==> config.mk <==
export PLATFORM = sky130hd
export DESIGN_NAME = timing_wheel_timeout_table
export DESIGN_NICKNAME = d
export VERILOG_FILES = /design/src/hw/rtl/twtt_pkg.sv /design/src/hw/rtl/timing_wheel_timeout_table.sv /design/src/hw/rtl/twtt_cell.sv /design/src/hw/rtl/twtt_mod.sv
export SDC_FILE = /design/constraint.sdc
export NUM_CORES = 1
export LEC_CHECK = 0
export CORE_ASPECT_RATIO = 2
export CORE_MARGIN = 10
export CORE_UTILIZATION = 25
export DETAILED_ROUTE_END_ITERATION = 16
export DONT_BUFFER_PORTS = 1
export PLACE_DENSITY_LB_ADDON = 0.1
export SLEW_MARGIN = 40
export SYNTH_ARGS = -nofsm -noshare
export SYNTH_HDL_FRONTEND = slang
export SYNTH_SLANG_ARGS = --single-unit
==> constraint.sdc <==
create_clock -name clk -period 49.5 [get_ports clk]
set_input_delay 0 -clock clk [delete_from_list [all_inputs] [get_ports clk]]
set_output_delay 0 -clock clk [all_outputs]
set_load 0.02 [all_outputs]
==> src/hw/rtl/twtt_pkg.sv <==
// twtt_pkg: shared widths, request and result codes, and structs for the
// timing wheel timeout table. No dependencies.
package twtt_pkg;

  localparam int unsigned KIND_W  = 3;
  localparam int unsigned SLOT_W  = 5;
  localparam int unsigned DELAY_W = 16;
  localparam int unsigned RK_W    = 2;
  localparam int unsigned POS_W   = 8;
  localparam int unsigned SIZE_W  = 9;
  localparam int unsigned DVD_W   = 17;
  localparam int unsigned STEP_W  = 5;

  localparam logic [KIND_W-1:0] KIND_ADD     = 3'd0;
  localparam logic [KIND_W-1:0] KIND_REFRESH = 3'd1;
  localparam logic [KIND_W-1:0] KIND_CANCEL  = 3'd2;
  localparam logic [KIND_W-1:0] KIND_CHECK   = 3'd3;
  localparam logic [KIND_W-1:0] KIND_TICK    = 3'd4;

  localparam logic [RK_W-1:0] RK_STATUS    = 2'd0;
  localparam logic [RK_W-1:0] RK_EXPIRED   = 2'd1;
  localparam logic [RK_W-1:0] RK_TICK_DONE = 2'd2;

  localparam logic [SIZE_W-1:0] SIZE_MIN   = 9'd2;
  localparam logic [SIZE_W-1:0] SIZE_MAX   = 9'd256;
  localparam logic [SIZE_W-1:0] SIZE_RESET = 9'd60;

  typedef struct packed {
    logic               valid;
    logic               cancelled;
    logic [DELAY_W-1:0] delay;
    logic [POS_W-1:0]   expiry;
  } entry_t;

  typedef struct packed {
    logic              start;
    logic [DVD_W-1:0]  dividend;
    logic [SIZE_W-1:0] divisor;
  } mod_req_t;

  typedef struct packed {
    logic             busy;
    logic             done;
    logic [POS_W-1:0] rem;
  } mod_rsp_t;

endpackage

==> src/hw/rtl/timing_wheel_timeout_table.sv <==
// timing_wheel_timeout_table: top level of the timing wheel timeout table.
// Depends on twtt_pkg, twtt_cell and twtt_mod.
//
// Channel   Direction  Handshake              Payload
// in_       input      in_valid / in_stall    in_kind, in_timer_slot, in_delay_ticks
// out_      output     out_valid / out_stall  out_result_kind, out_expired_slot,
//                                             out_present, out_last
// cfg_      input      cfg_valid / cfg_ready  cfg_wheel_size
//
// Each item is accepted, runs through the bit-serial remainder unit until
// the remainder is taken, rotates the cell ring past the head entry by
// entry, and ends by posting the closing result.
// in_stall is high from acceptance until the closing result sits in the
// output register; that result may wait there while the next item enters.
// out_stall freezes the ring whenever the output register is full and stalled.
// Reset (synchronous, rst_n low) clears all entries, the wheel position
// and sets the wheel size to 60; no clearing pass is needed.
module timing_wheel_timeout_table #(
  parameter int NUM_TIMERS = 32
) (
  input  logic                         clk,
  input  logic                         rst_n,
  input  logic                         in_valid,
  output logic                         in_stall,
  input  logic [twtt_pkg::KIND_W-1:0]  in_kind,
  input  logic [twtt_pkg::SLOT_W-1:0]  in_timer_slot,
  input  logic [twtt_pkg::DELAY_W-1:0] in_delay_ticks,
  output logic                         out_valid,
  input  logic                         out_stall,
  output logic [twtt_pkg::RK_W-1:0]    out_result_kind,
  output logic [twtt_pkg::SLOT_W-1:0]  out_expired_slot,
  output logic                         out_present,
  output logic                         out_last,
  input  logic                         cfg_valid,
  output logic                         cfg_ready,
  input  logic [twtt_pkg::SIZE_W-1:0]  cfg_wheel_size
);

  localparam int IDX_W = (NUM_TIMERS > 1) ? $clog2(NUM_TIMERS) : 1;
  localparam logic [IDX_W-1:0] LAST_K = IDX_W'(NUM_TIMERS - 1);

  typedef enum logic [1:0] {S_IDLE, S_MOD, S_SCAN, S_LAST} state_t;

  state_t                       state_r;
  logic [twtt_pkg::SIZE_W-1:0]  size_r;
  logic [twtt_pkg::SIZE_W-1:0]  size_eff;
  logic [twtt_pkg::POS_W-1:0]   pos_r;
  logic [twtt_pkg::POS_W-1:0]   calc_r;
  logic [twtt_pkg::KIND_W-1:0]  kind_r;
  logic [twtt_pkg::SLOT_W-1:0]  slot_r;
  logic [twtt_pkg::DELAY_W-1:0] delay_r;
  logic [IDX_W-1:0]             k_r;
  logic                         pres_r;

  logic                         out_valid_r;
  logic [twtt_pkg::RK_W-1:0]    out_kind_r;
  logic [twtt_pkg::SLOT_W-1:0]  out_slot_r;
  logic                         out_present_r;
  logic                         out_last_r;

  logic                         in_accept;
  logic                         out_free;
  logic                         out_load;
  logic                         shift_en;
  logic [twtt_pkg::DELAY_W-1:0] rd_delay;
  logic [twtt_pkg::DELAY_W-1:0] operand;

  twtt_pkg::mod_req_t mod_req;
  twtt_pkg::mod_rsp_t mod_rsp;

  twtt_pkg::entry_t chain [NUM_TIMERS];
  twtt_pkg::entry_t head;
  twtt_pkg::entry_t head_nxt;
  logic             head_hit;
  logic             head_emit;

  assign in_accept = in_valid && !in_stall;
  assign in_stall  = (state_r != S_IDLE);
  assign cfg_ready = (state_r == S_IDLE);
  assign out_free  = !out_valid_r || !out_stall;
  assign shift_en  = (state_r == S_SCAN) && out_free;
  // load the output register with an expiry or with the closing item
  assign out_load  = out_free &&
                     (((state_r == S_SCAN) && head_emit) || (state_r == S_LAST));

  // clamp the wheel size into its legal range
  always_comb begin
    if (size_r < twtt_pkg::SIZE_MIN) begin
      size_eff = twtt_pkg::SIZE_MIN;
    end else if (size_r > twtt_pkg::SIZE_MAX) begin
      size_eff = twtt_pkg::SIZE_MAX;
    end else begin
      size_eff = size_r;
    end
  end

  // stored delay of the named entry, needed before the ring turns for a refresh
  always_comb begin
    rd_delay = '0;
    for (int i = 0; i < NUM_TIMERS; i++) begin
      if (6'(i) == {1'b0, in_timer_slot}) begin
        rd_delay = chain[i].delay;
      end
    end
  end

  // pick what to add to the position: delay, stored delay, one tick or zero
  always_comb begin
    unique case (in_kind)
      twtt_pkg::KIND_ADD:     operand = in_delay_ticks;
      twtt_pkg::KIND_REFRESH: operand = rd_delay;
      twtt_pkg::KIND_TICK:    operand = 16'd1;
      default:                operand = '0;
    endcase
  end

  assign mod_req.start    = in_accept;
  assign mod_req.dividend = twtt_pkg::DVD_W'(pos_r) + twtt_pkg::DVD_W'(operand);
  assign mod_req.divisor  = size_eff;

  twtt_mod u_mod (
    .clk   (clk),
    .rst_n (rst_n),
    .req   (mod_req),
    .rsp   (mod_rsp)
  );

  // the ring: cell i hands its entry to cell i-1; the head feeds the tail
  genvar gi;
  generate
    for (gi = 0; gi < NUM_TIMERS; gi++) begin : g_cell
      if (gi == NUM_TIMERS - 1) begin : g_tail
        twtt_cell u_cell (
          .clk      (clk),
          .rst_n    (rst_n),
          .shift_en (shift_en),
          .din      (head_nxt),
          .dout     (chain[gi])
        );
      end else begin : g_body
        twtt_cell u_cell (
          .clk      (clk),
          .rst_n    (rst_n),
          .shift_en (shift_en),
          .din      (chain[gi+1]),
          .dout     (chain[gi])
        );
      end
    end
  endgenerate

  assign head = chain[0];

  // Entry k sits at the head during scan step k. A tick drops every valid
  // entry that lands on the new position and reports it unless cancelled;
  // a request edits its own entry when it passes.
  always_comb begin
    head_nxt  = head;
    head_hit  = 1'b0;
    head_emit = 1'b0;
    if (kind_r == twtt_pkg::KIND_TICK) begin
      if (head.valid && (head.expiry == pos_r)) begin
        head_nxt.valid     = 1'b0;
        head_nxt.cancelled = 1'b0;
        head_emit          = !head.cancelled;
      end
    end else if (6'(k_r) == {1'b0, slot_r}) begin
      head_hit = 1'b1;
      unique case (kind_r)
        twtt_pkg::KIND_ADD: begin
          head_nxt.valid     = 1'b1;
          head_nxt.cancelled = 1'b0;
          head_nxt.delay     = delay_r;
          head_nxt.expiry    = calc_r;
        end
        twtt_pkg::KIND_REFRESH: begin
          if (head.valid) begin
            head_nxt.expiry = calc_r;
          end
        end
        twtt_pkg::KIND_CANCEL: begin
          if (head.valid) begin
            head_nxt.cancelled = 1'b1;
          end
        end
        default: begin
          head_nxt = head;
        end
      endcase
    end
  end

  always_ff @(posedge clk) begin
    if (!rst_n) begin
      state_r     <= S_IDLE;
      out_valid_r <= 1'b0;
      pos_r       <= '0;
      size_r      <= twtt_pkg::SIZE_RESET;
    end else begin
      if (cfg_valid && cfg_ready) begin
        size_r <= cfg_wheel_size;
      end
      if (out_load) begin
        out_valid_r <= 1'b1;
      end else if (out_valid_r && !out_stall) begin
        out_valid_r <= 1'b0;
      end
      unique case (state_r)
        S_IDLE: begin
          if (in_accept) begin
            kind_r  <= in_kind;
            slot_r  <= in_timer_slot;
            delay_r <= in_delay_ticks;
            state_r <= S_MOD;
          end
        end
        S_MOD: begin
          if (mod_rsp.done) begin
            calc_r <= mod_rsp.rem;
            if (kind_r == twtt_pkg::KIND_TICK) begin
              pos_r <= mod_rsp.rem;
            end
            k_r     <= '0;
            pres_r  <= 1'b0;
            state_r <= S_SCAN;
          end
        end
        S_SCAN: begin
          if (out_free) begin
            if (head_emit) begin
              out_kind_r    <= twtt_pkg::RK_EXPIRED;
              out_slot_r    <= twtt_pkg::SLOT_W'(k_r);
              out_present_r <= 1'b1;
              out_last_r    <= 1'b0;
            end
            if (head_hit) begin
              pres_r <= head_nxt.valid;
            end
            if (k_r == LAST_K) begin
              state_r <= S_LAST;
            end else begin
              k_r <= k_r + 1'b1;
            end
          end
        end
        S_LAST: begin
          // post the closing item: tick done or request status
          if (out_free) begin
            out_last_r  <= 1'b1;
            if (kind_r == twtt_pkg::KIND_TICK) begin
              out_kind_r    <= twtt_pkg::RK_TICK_DONE;
              out_slot_r    <= '0;
              out_present_r <= 1'b0;
            end else begin
              out_kind_r    <= twtt_pkg::RK_STATUS;
              out_slot_r    <= slot_r;
              out_present_r <= pres_r;
            end
            state_r <= S_IDLE;
          end
        end
        default: begin
          state_r <= S_IDLE;
        end
      endcase
    end
  end

  assign out_valid        = out_valid_r;
  assign out_result_kind  = out_kind_r;
  assign out_expired_slot = out_slot_r;
  assign out_present      = out_present_r;
  assign out_last         = out_last_r;

`ifndef SYNTHESIS
  a_mod_only_in_mod_state: assert property (@(posedge clk) disable iff (!rst_n)
    (mod_rsp.busy || mod_rsp.done) |-> (state_r == S_MOD))
    else $error("remainder unit active outside the remainder state");

  a_accept_starts_mod: assert property (@(posedge clk) disable iff (!rst_n)
    in_accept |=> ((state_r == S_MOD) && mod_rsp.busy))
    else $error("accepted item did not start the remainder unit");

  a_pos_in_range: assert property (@(posedge clk) disable iff (!rst_n)
    ((state_r == S_MOD) && mod_rsp.done && (kind_r == twtt_pkg::KIND_TICK))
      |=> ({1'b0, pos_r} < size_eff))
    else $error("wheel position beyond wheel size after tick");

  a_idle_holds_last: assert property (@(posedge clk) disable iff (!rst_n)
    ((state_r == S_IDLE) && out_valid_r) |-> out_last_r)
    else $error("idle with a non-final item still pending");
`endif

endmodule

==> src/hw/rtl/twtt_cell.sv <==
// twtt_cell: one timer entry of the shift ring.
// Depends on twtt_pkg (entry_t).
module twtt_cell (
  input  logic             clk,
  input  logic             rst_n,
  input  logic             shift_en,
  input  twtt_pkg::entry_t din,
  output twtt_pkg::entry_t dout
);

  logic                         valid_r;
  logic                         cancelled_r;
  logic [twtt_pkg::DELAY_W-1:0] delay_r;
  logic [twtt_pkg::POS_W-1:0]   expiry_r;

  // flags clear on reset, payload is only read behind valid
  always_ff @(posedge clk) begin
    if (!rst_n) begin
      valid_r     <= 1'b0;
      cancelled_r <= 1'b0;
    end else if (shift_en) begin
      valid_r     <= din.valid;
      cancelled_r <= din.cancelled;
    end
  end

  always_ff @(posedge clk) begin
    if (shift_en) begin
      delay_r  <= din.delay;
      expiry_r <= din.expiry;
    end
  end

  assign dout.valid     = valid_r;
  assign dout.cancelled = cancelled_r;
  assign dout.delay     = delay_r;
  assign dout.expiry    = expiry_r;

endmodule

==> src/hw/rtl/twtt_mod.sv <==
// twtt_mod: bit-serial restoring remainder, one dividend bit per cycle.
// Depends on twtt_pkg (mod_req_t, mod_rsp_t, widths).
module twtt_mod (
  input  logic               clk,
  input  logic               rst_n,
  input  twtt_pkg::mod_req_t req,
  output twtt_pkg::mod_rsp_t rsp
);

  localparam logic [twtt_pkg::STEP_W-1:0] LAST_STEP =
    twtt_pkg::STEP_W'(twtt_pkg::DVD_W - 1);

  logic                        busy_r;
  logic                        done_r;
  logic [twtt_pkg::STEP_W-1:0] step_r;
  logic [twtt_pkg::DVD_W-1:0]  dvd_r;
  logic [twtt_pkg::SIZE_W-1:0] dvs_r;
  logic [twtt_pkg::SIZE_W-1:0] rem_r;
  logic [twtt_pkg::SIZE_W:0]   shifted;
  logic [twtt_pkg::SIZE_W:0]   diff;
  logic                        ge;

  assign shifted = {rem_r, dvd_r[twtt_pkg::DVD_W-1]};
  assign diff    = shifted - {1'b0, dvs_r};
  assign ge      = shifted >= {1'b0, dvs_r};

  always_ff @(posedge clk) begin
    if (!rst_n) begin
      busy_r <= 1'b0;
      done_r <= 1'b0;
    end else begin
      done_r <= 1'b0;
      if (req.start) begin
        busy_r <= 1'b1;
        step_r <= '0;
        dvd_r  <= req.dividend;
        dvs_r  <= req.divisor;
        rem_r  <= '0;
      end else if (busy_r) begin
        dvd_r <= {dvd_r[twtt_pkg::DVD_W-2:0], 1'b0};
        rem_r <= ge ? diff[twtt_pkg::SIZE_W-1:0] : shifted[twtt_pkg::SIZE_W-1:0];
        if (step_r == LAST_STEP) begin
          busy_r <= 1'b0;
          done_r <= 1'b1;
        end else begin
          step_r <= step_r + 1'b1;
        end
      end
    end
  end

  assign rsp.busy = busy_r;
  assign rsp.done = done_r;
  assign rsp.rem  = rem_r[twtt_pkg::POS_W-1:0];

endmodule

== Word level (Yosys, flattened, before mapping) ==
Index checks and enable logic that the tools add are counted.

* Flip-flop bits (word level): 941
* Input port bits: 38
* Output and inout bits: 12
* Word-level logic and storage cells: 337

* Add/subtract/negate cells: 4
* Magnitude comparators: 3
* Equality and inequality tests: 52
* Multiplexer cells: 93
* Bitwise logic cells: 2
* Reductions and logical operators: 34

{| class="wikitable"
|+ Operator list
! kind !! count
|-
| 2-to-1 mux 16 bit || 33
|-
| == test 5 bit, first input constant || 16
|-
| one-hot mux 16 bit (3 select lines) || 1
|-
| 2-to-1 mux 5 bit || 9
|-
| == test 4 x 5 -> 1 bit, first input constant || 8
|-
| 2-to-1 mux 17 bit || 2
|-
| 2-to-1 mux 9 bit || 3
|-
| 2-to-1 mux 26 bit || 1
|-
| 2-to-1 mux 24 bit || 1
|-
| 2-to-1 mux 1 bit || 22
|-
| 2-to-1 mux 2 bit || 11
|-
| == test 3 x 5 -> 1 bit, first input constant || 4
|-
| one-hot mux 5 bit (2 select lines) || 2
|-
| AND reduction 5 bit || 4
|-
| adder 8 x 16 -> 17 bit || 1
|-
| one-hot mux 8 bit (2 select lines) || 1
|-
| != test 2 bit, second input constant || 6
|-
| AND reduction 3 bit || 4
|-
| adder 5 x 1 -> 5 bit, second input constant || 2
|-
| == test 2 x 5 -> 1 bit, first input constant || 2
|-
| == test 5 bit, second input constant || 2
|-
| >= comparator 10 x 9 -> 1 bit || 1
|-
| nonzero test 2 bit || 5
|-
| greater-than comparator 9 bit, second input constant || 1
|-
| 25 further kinds || 46
|}

== Depth between registers and ports, before layout ==
Gate-level depths: netlist of the first run.

* Depth after elaboration: 36
* Depth in mapped cells: 24
* Gate-level depth less buffers: 20

== Hierarchy ==
From an unflattened synthesis of the first run, not the netlist that was laid out.

* Cells, all modules: 2507
* Area total of the unflattened synthesis: 38139.1 sq um

{| class="wikitable"
|+ By module, submodules not included
! module !! times used !! cells each !! area an instance (sq um) !! sequential area each (sq um)
|-
| twtt_cell || 32 || 32 || 808.3 || 760.7
|-
| timing_wheel_timeout_table || 1 || 1301 || 10003.3 || 1811.7
|-
| twtt_mod || 1 || 182 || 2270.9 || 1241.2
|}

== Least setup slack after synthesis of the first run ==
OpenSTA, ideal clock, no wires.

* Path type: reg-to-reg
* From: register state_r[0]
* To: register g_cell[0].g_body.u_cell.delay_r[0] in the netlist's numbering, enable pin
* Setup time: 1.434 ns
* Data arrival time: 21.783 ns
* Path slack: 26.283 ns
* Cell stages (with the launch flop): 6
* Path buffers: 1
* Cell sequence: dfxtp_1 -> inv_1 -> ha_1 -> nand2_1 -> inv_1 -> clkbuf_1

* Longest elaborated chain between the ends: 2

{| class="wikitable"
|+ Ends and longest elaborated chain
! what !! line !! source
|-
| start: declaration || timing_wheel_timeout_table.sv:44 || <nowiki>state_t state_r;</nowiki>
|-
| start signal: assignment || timing_wheel_timeout_table.sv:195 || <nowiki>state_r <= S_IDLE;</nowiki>
|-
| start signal: assignment || timing_wheel_timeout_table.sv:214 || <nowiki>state_r <= S_MOD;</nowiki>
|-
| start signal: assignment || timing_wheel_timeout_table.sv:225 || <nowiki>state_r <= S_SCAN;</nowiki>
|-
| == test 2 bit || timing_wheel_timeout_table.sv:81 || <nowiki>assign shift_en = (state_r == S_SCAN) && out_free;</nowiki>
|-
| logical AND 1 bit || timing_wheel_timeout_table.sv:81 ||
|-
| via g_cell[0].g_body.u_cell.shift_en || twtt_cell.sv:6 || <nowiki>input logic shift_en,</nowiki>
|-
| end signal: assignment || twtt_cell.sv:29 || <nowiki>delay_r <= din.delay;</nowiki>
|-
| end: declaration || twtt_cell.sv:13 || <nowiki>logic [twtt_pkg::DELAY_W-1:0] delay_r;</nowiki>
|}

The timed path passes the listed nets, and every way through them passes these cells.
A chain may end at the register's enable or synchronous reset.

== Worst setup path after layout of the first run ==
* From: register g_cell[0].g_body.u_cell.delay_r[0] in the netlist's numbering
* To: register u_mod.dvd_r[14] in the netlist's numbering (data pin)

* Longest elaborated chain between the ends: 35

{| class="wikitable"
|+ Ends and longest elaborated chain
! what !! line !! source
|-
| 2-to-1 mux 16 bit (32 in series) || timing_wheel_timeout_table.sv:101 || <nowiki>if (6'(i) == {1'b0, in_timer_slot}) begin</nowiki>
|-
| one-hot mux 16 bit (3 select lines) || timing_wheel_timeout_table.sv:109 || <nowiki>unique case (in_kind)</nowiki>
|-
| adder 8 x 16 -> 17 bit || timing_wheel_timeout_table.sv:118 || <nowiki>assign mod_req.dividend = twtt_pkg::DVD_W'(pos_r) + twtt_pkg::DVD_W'(operand);</nowiki>
|-
| 2-to-1 mux 17 bit || twtt_mod.sv:33 || <nowiki>if (req.start) begin</nowiki>
|-
| end signal: assignment || twtt_mod.sv:36 || <nowiki>dvd_r <= req.dividend;</nowiki>
|-
| end signal: assignment || twtt_mod.sv:40 || <nowiki>dvd_r <= {dvd_r[twtt_pkg::DVD_W-2:0], 1'b0};</nowiki>
|-
| end: declaration || twtt_mod.sv:16 || <nowiki>logic [twtt_pkg::DVD_W-1:0] dvd_r;</nowiki>
|}

Every way passes these cells.

==> results of run 1 <==
-- where the power goes --
group	total [W]	internal, W	switching (W)
Combinational	0.000303	0.0000823	0.000221
Sequential	0.00123	0.00113	0.000106
Clock	0.000758	0.000423	0.000335
Total	0.00229	0.00163	0.000662
-- synthesized netlist by cell type (all sizes together), types with 14 or more instances --
| library cell | n | share of area [%] |
|---|---|---|
| a211oi | 23 | 0.47 |
| a21boi | 74 | 1.5 |
| a21oi | 157 | 2.1 |
| a31oi | 23 | 0.38 |
| and2 | 17 | 0.28 |
| buf | 95 | 1.7 |
| clkbuf | 55 | 0.55 |
| dfxtp | 86 | 4.6 |
| edfxtp | 855 | 68 |
| ha | 25 | 0.83 |
| inv | 38 | 0.38 |
| mux2 | 46 | 1.4 |
| mux2i | 65 | 1.7 |
| nand2 | 286 | 2.9 |
| nand2b | 24 | 0.41 |
| nand3 | 36 | 0.48 |
| nor2 | 121 | 1.2 |
| nor2b | 32 | 0.53 |
| nor3 | 31 | 0.41 |
| o21ai | 131 | 1.7 |
| o221ai | 16 | 0.37 |
| o22ai | 35 | 0.58 |
| o32ai | 14 | 0.33 |
| xnor2 | 17 | 0.40 |
| xor2 | 16 | 0.37 |
-- kinds of logic (layout without fill, tap and decap cells) --
group | after synthesis | after routing | share of synthesized area, %
DFF | 941 | 941 | 72.7
and+or+nand+nor | 632 | 632 | 8.08
AOI/OAI and AO/OA | 627 | 627 | 11.1
buffers and inverters | 190 | 324 | 2.63
muxes | 122 | 122 | 3.76
xor gates and xnor gates | 33 | 33 | 0.767
adders and majority gates | 27 | 27 | 0.937
other | 0 | 6 | 0
-- worst paths after layout --
| kind | end | cells past startpoint | slack (ns) | start |
|---|---|---|---|---|
| setup / recovery | u_mod.dvd_r[14] | 20 | 44.46 | g_cell[0].g_body.u_cell.delay_r[0] |
| hold / removal | u_mod.dvd_r[7] | 5 | 0.04 | in_delay_ticks[7] |
| setup reg to reg | u_mod.dvd_r[14] | 20 | 44.46 | g_cell[0].g_body.u_cell.delay_r[0] |
| hold reg to reg | g_cell[9].g_body.u_cell.expiry_r[2] | 0 | 0.41 | g_cell[10].g_body.u_cell.expiry_r[2] |
-- registers in the layout, indices dropped and copies added, names as in the netlist, 2 cells and up --
| signal | count |
|---|---|
| g_cell.g_tail.u_cell.expiry_r | 8 |
| out_result_kind | 2 |
| delay_r | 16 |
| u_mod.dvs_r | 9 |
| k_r | 5 |
| u_mod.rem_r | 9 |
| g_cell.g_body.u_cell.valid_r | 31 |
| state_r | 2 |
| g_cell.g_body.u_cell.delay_r | 496 |
| u_mod.dvd_r | 17 |
| pos_r | 8 |
| calc_r | 8 |
| slot_r | 5 |
| out_expired_slot | 5 |
| kind_r | 3 |
| u_mod.step_r | 5 |
| g_cell.g_body.u_cell.expiry_r | 248 |
| g_cell.g_tail.u_cell.delay_r | 16 |
| g_cell.g_body.u_cell.cancelled_r | 31 |
| size_r | 9 |
-- area by class of cell --
cell class / count / area (um^2) / share of cell area [%]
Sequential cell: 941 / 27400 / 62.8
Multi-Input combinational cell: 1441 / 9390 / 21.5
Clock buffer: 117 / 2480 / 5.68
Tap cell: 1928 / 2410 / 5.53
Timing Repair Buffer: 109 / 1050 / 2.42
Clock inverter: 58 / 718 / 1.65
Inverter: 40 / 158 / 0.361
Antenna cell: 6 / 15.0 / 0.0344
-- layer usage --
| layer | up-vias | track usage [%] | share of wire, % |
|---|---|---|---|
| li1 | 9943 | - | - |
| met1 | 11700 | 15.5 | 35 |
| met2 | 685 | 27.9 | 54 |
| met3 | 262 | 2.29 | 4.0 |
| met4 | 0 | 11.0 | 7.7 |
| met5 | - | 0 | 0 |
-- worst max-delay path, cell delays in order (launching register included) --
cell,delay (ns)
edfxtp_1,0.39
mux2_2,0.27
o22ai_1,0.20
nor4_1,0.13
o21ai_0,0.18
a221oi_1,0.21
a211o_1,0.37
a211o_1,0.31
a211oi_1,0.45
o22ai_1,0.18
ha_1,0.25
fa_1,0.44
a21o_1,0.20
a21oi_1,0.21
nor2b_1,0.07
o21ai_0,0.22
a21o_1,0.22
nor4_2,0.09
nand4_1,0.15
xor2_1,0.16
o21ai_1,0.07
-- through the flow --
step	setup slack, ns	power [W]
5_1_grt	44.14	0.00239
2_1_floorplan	26.28	0.00159
4_1_cts	44.37	0.00233
6_report	44.46	0.00229
3_5_place_dp	44.13	0.00155
3_3_place_gp	44.15	0.00154
==> summary.md, run 1 <==
| Metric | Value |
|---|---|
| Global route total overflow | 0 |
| Final ANT Viol Nets | 0 |
| Minimum hold slack | 0.0424 ns |
| Die ar. | 0.168 mm^2 |
| Via count | 22.6k |
| CTS hold repair buffers | 65 |
| Fin crit period | 5.04 ns |
| Core footprint | 0.150 mm^2 |
| Die span in y | 569 um |
| First-pass GRT wire length | 183000 um |
| Max Slew Vio Count | 0 |
| Gp weighted congestion | 0.825 |
| Worst-path clk slew | 0.06 ns |
| FILL cells | 15.1k |
| Drt initial violations | 1845 |
| GR Util All Layers | 15.2% |
| Final Cell Area | 0.0436 mm^2 |
| Vias in the first global route | 23.6k |
| Fin cells | 4640 |
| DR pass1 iterations | 5 |
| Clock Root Buffer | clkbuf_16 |
| VDD IR max | 0.0258 mV |
| Post-synth cell types | 102 |
| Outcome | complete, no violations |
| Clock buffer count from CTS | 93 |
| Post-CTS Resized | 0 |
| Vias/cell | 4.86 |
| CTS Sinks | 941 |
| Crit path arrival time | 5.47 ns |
| Most common cell after layout, fill and taps aside | edfxtp_1 |
| Final setup fails | 0 |
| Hold WC Path Type | input pin to register |
| P per Cell Area | 52.6 mW/mm^2 |
| FP Rows | 201 |
| Later-pin clock latency in the skew report | 0.70 ns |
| Die W | 294 um |
| H-tree Lvls | 3 |
| Crit path required time | 49.92 ns |
| CTS max path bufs | 3 |
| Yosys Warn Count | 0 |
| Syn-to-layout area delta | 15.8% |
| Commonest register cell after synthesis | edfxtp_1 |
| Post-Place Cell Area | 0.0397 mm^2 |
| Detail Placement HPWL | 86500 um |
| Critical setup path kind | register to register |
| Starting Density | 25.1% |
| #FFs+latches synth | 941 |
| Post-CTS Setup Bufs | 0 |
| Crit path max fanout | 4 |
| Io pins | 50 |
| Final period utilization | 10.2% |
| Fin util | 29.1% |
| Largest net degree at the start of global routing | 216 |
| RSZ-0062 raised after global routing | false |
| Initial antenna violation count | 6 |
| Async S/R FF share, synth | 0% |
| Seq/Total Area, Yosys | 72.7% |
| Cell Area, Synth | 0.0377 mm^2 |
| Post-Syn Nets | 2637 |
| Final Hold Viols | 0 |
| Most frequent cells in the layout | edfxtp_1 (855), nand2_1 (285), a21oi_1 (156), o21ai_0 (121), nor2_1 (119) |
| Drt wl/cell | 28.0 um |
| Slew @ Worst Pin | 0.907 ns |
| Post-Route WL | 130000 um |
| Syn Inst Count | 2572 |
| Final setup TNS | 0 ns |
| Skew final | 0.0272 ns |
| Max-cap violations | 0 |
| Fmax | 0.198 GHz |
| DR DRC count | 0 |
| Startpoint types | register |
| Share of cells above drive strength 1 | 10.9% |
| Nets | 2691 |
| PortBufs | 0 |
| Slew margin rel. | 39.1% |
| Placed Cells incl. Taps | 4394 |
| Crit. End Element | register |
| Leak | 13.9 nW |
| Average size of a mapped cell | 14.6 um^2 |
| Post-synth EDFFs | 855 |
| CTS tree | yes |
Power figures use the tool's default switching activity.
==> run 2: changes to the inputs <==
- clock period: 49.5 -> 4.6 ns (I/O delays scaled with it)
==> run 2 against run 1 <==
Against the previous run:
- critical path depth decreased by 1
- sequential share of layout area decreased by 1.2 points
- fmax increased by 14%
- critical path type unchanged
- count of clock-buffer cells in the layout increased by 7
- wire length decreased by 0.62%
- setup slack got worse by 44 ns
- register-to-register slack got worse by 44 ns
- largest cell class unchanged
- largest power group unchanged
- critical endpoint is now u_mod.dvd_r[11]
- cell area increased by 2.0%
- first-iteration DRC count decreased by 20%
==> summary.md, run 2 (synthesized netlist as in run 1, its figures left out) <==
| Metric | Value |
|---|---|
| Hold WC Path Type | input pin to register |
| Later-pin clock latency in the skew report | 0.72 ns |
| Starting Density | 25.1% |
| Via count | 22.8k |
| Crit path required time | 5.05 ns |
| Final setup TNS | 0 ns |
| Vias/cell | 4.81 |
| Fin util | 29.7% |
| Clock Root Buffer | clkbuf_16 |
| Skew final | 0.0497 ns |
| P per Cell Area | 553 mW/mm^2 |
| DR DRC count | 0 |
| Worst Setup Slack, final | 0.161 ns |
| Max-cap violations | 0 |
| Critical setup path kind | register to register |
| Biggest regs | g_cell.g_body.u_cell.delay_r: 496 flops, g_cell.g_body.u_cell.expiry_r: 248 flops |
| CTS max path bufs | 3 |
| DR pass1 iterations | 5 |
| Die ar. | 0.168 mm^2 |
| Fmax | 0.225 GHz |
| Slew @ Worst Pin | 0.914 ns |
| Power share of the combinational group | 13.8% |
| Startpoint types | register |
| Fin cells | 4747 |
| Nets | 2808 |
| NetSw | 0.00700 W |
| First-pass GRT wire length | 183000 um |
| Final Hold Viols | 0 |
| Hold-critical path depth | 5 |
| Sequential share of power | 53.6% |
| PortBufs | 0 |
| CTS Sinks | 941 |
| VDD IR max | 0.413 mV |
| RSZ-0062 raised after global routing | true |
| CTS tree | yes |
| Outcome | complete, no violations |
| Initial antenna violation count | 6 |
| Largest net degree at the start of global routing | 216 |
| Final period utilization | 96.5% |
| FILL cells | 15.1k |
| Share of cells above drive strength 1 | 14.5% |
| Total power | 0.0246 W |
| Vias in the first global route | 24.1k |
| Crit path max fanout | 3 |
| GR Util All Layers | 15.2% |
| Die span in y | 569 um |
| Detail Placement HPWL | 85900 um |
| Drt wl/cell | 27.2 um |
| Final ANT Viol Nets | 0 |
| Syn-to-layout area delta | 18.1% |
| Max reg flops | 496 |
| Io pins | 50 |
| Slew margin rel. | 38.7% |
| Largest Register | g_cell.g_body.u_cell.delay_r |
| Leak | 14.4 nW |
| Gp weighted congestion | 0.820 |
| Switching share of power | 28.4% |
| Post-Route WL | 129000 um |
| H-tree Lvls | 3 |
| FP Rows | 201 |
| Clock Power Share | 32.6% |
| Most common cell after layout, fill and taps aside | edfxtp_1 |
| Core footprint | 0.150 mm^2 |
| Placed Cells incl. Taps | 4505 |
| Crit path arrival time | 4.89 ns |
| Final setup fails | 0 |
| Die W | 294 um |
| Worst R2R Path Depth | 19 |
| Global route total overflow | 0 |
| Max Slew Vio Count | 0 |
| Drt initial violations | 1469 |
| Most frequent cells in the layout | edfxtp_1 (855), nand2_1 (285), a21oi_1 (155), buf_4 (148), nor2_1 (119) |
| Crit. End Element | register |
| Clock buffer count from CTS | 95 |
| Fin crit period | 4.44 ns |
| Int Power | 0.0176 W |
| Placement Setup Slack | -0.423 ns |
| Worst-path clk slew | 0.06 ns |
## run 2: cell types whose count changed in the layout (fill, tap and decap cells not counted), moves of 5 or more
| cell | previous run | this run |
|---|---|---|
| buf_4 | 34 | 148 |
| buf_12 | 1 | 10 |
| buf_6 | 7 | 0 |
| clkinv_2 | 20 | 13 |
| clkbuf_16 | 94 | 100 |
| o21ai_0 | 121 | 115 |
| o21ai_1 | 10 | 15 |
## run 2: routing by layer
metal  track usage, %  part of all wire [%]  vias up
li1                 -                     -    10200
met1             15.8                    36    11800
met2             28.5                    54      565
met3             2.53                   4.0      222
met4             8.42                   6.0        4
met5                0                 0.021        -
## run 2: final timing paths
kind,start,endpoint,slack [ns]
max,g_cell[0].g_body.u_cell.delay_r[6],u_mod.dvd_r[11],0.16
max reg2reg,g_cell[0].g_body.u_cell.delay_r[6],u_mod.dvd_r[11],0.16
min reg2reg,g_cell[15].g_body.u_cell.expiry_r[4],g_cell[14].g_body.u_cell.expiry_r[4],0.40
min,in_delay_ticks[2],u_mod.dvd_r[3],0.04
## run 2: critical path, cell delays in order (launching register included)
cell and delay (ns):
edfxtp_1 0.44, mux4_2 0.26, nand2_1 0.07, a21oi_1 0.25, a311oi_2 0.09, o22ai_1 0.23, o211ai_1 0.36, buf_12 0.25
nand3_1 0.12, a31oi_1 0.13, o41ai_1 0.46, ha_1 0.34, or3_1 0.33, o21ai_0 0.14, a21oi_2 0.08, nor4b_4 0.15
buf_4 0.18, nand2_1 0.07, xor2_1 0.15, o21ai_1 0.07
## run 2: repair_timing
| item | 4_1_cts | 5_1_grt |
|---|---|---|
| endpoints found under the setup margin | 12 | 8 |
| hold buffers | 66 | 0 |
| gates cloned | 0 | 0 |
| hold endpoints to repair | 195 | 0 |
| setup buffers | 2 | 1 |
| pin swaps | 11 | 15 |
| gates resized for setup | 11 | 13 |
## run 2: cell type report
type	instances	area (um^2)	area share (%)
diodes	2	5.00	0.0112
inverters	40	160	0.360
repair buffers	224	1990	4.47
clock inverters	47	469	1.05
clock buffers	124	2630	5.92
multi-input cells	1441	9420	21.2
flip-flops and latches	941	27400	61.6
well taps	1928	2410	5.42
## run 2: power by group through the flow
stage / logic [W] / registers, W / clock network (W)
floorplan: 0.00217 / 0.0130 / 0
global placement: 0.00329 / 0.0134 / 0
detailed placement: 0.00336 / 0.0134 / 0
CTS: 0.00346 / 0.0133 / 0.00830
global route: 0.00372 / 0.0134 / 0.00859
finish: 0.00339 / 0.0132 / 0.00803
## run 2: through the flow
| stage | hold slack [ns] | instance area [um^2] |
|---|---|---|
| floorplan | 0.0989 | 37700 |
| global placement | 0.0917 | 40500 |
| detailed placement | 0.0902 | 40600 |
| CTS | 0.00203 | 44400 |
| global route | 0.0253 | 44500 |
| finish | 0.0368 | 44500 |
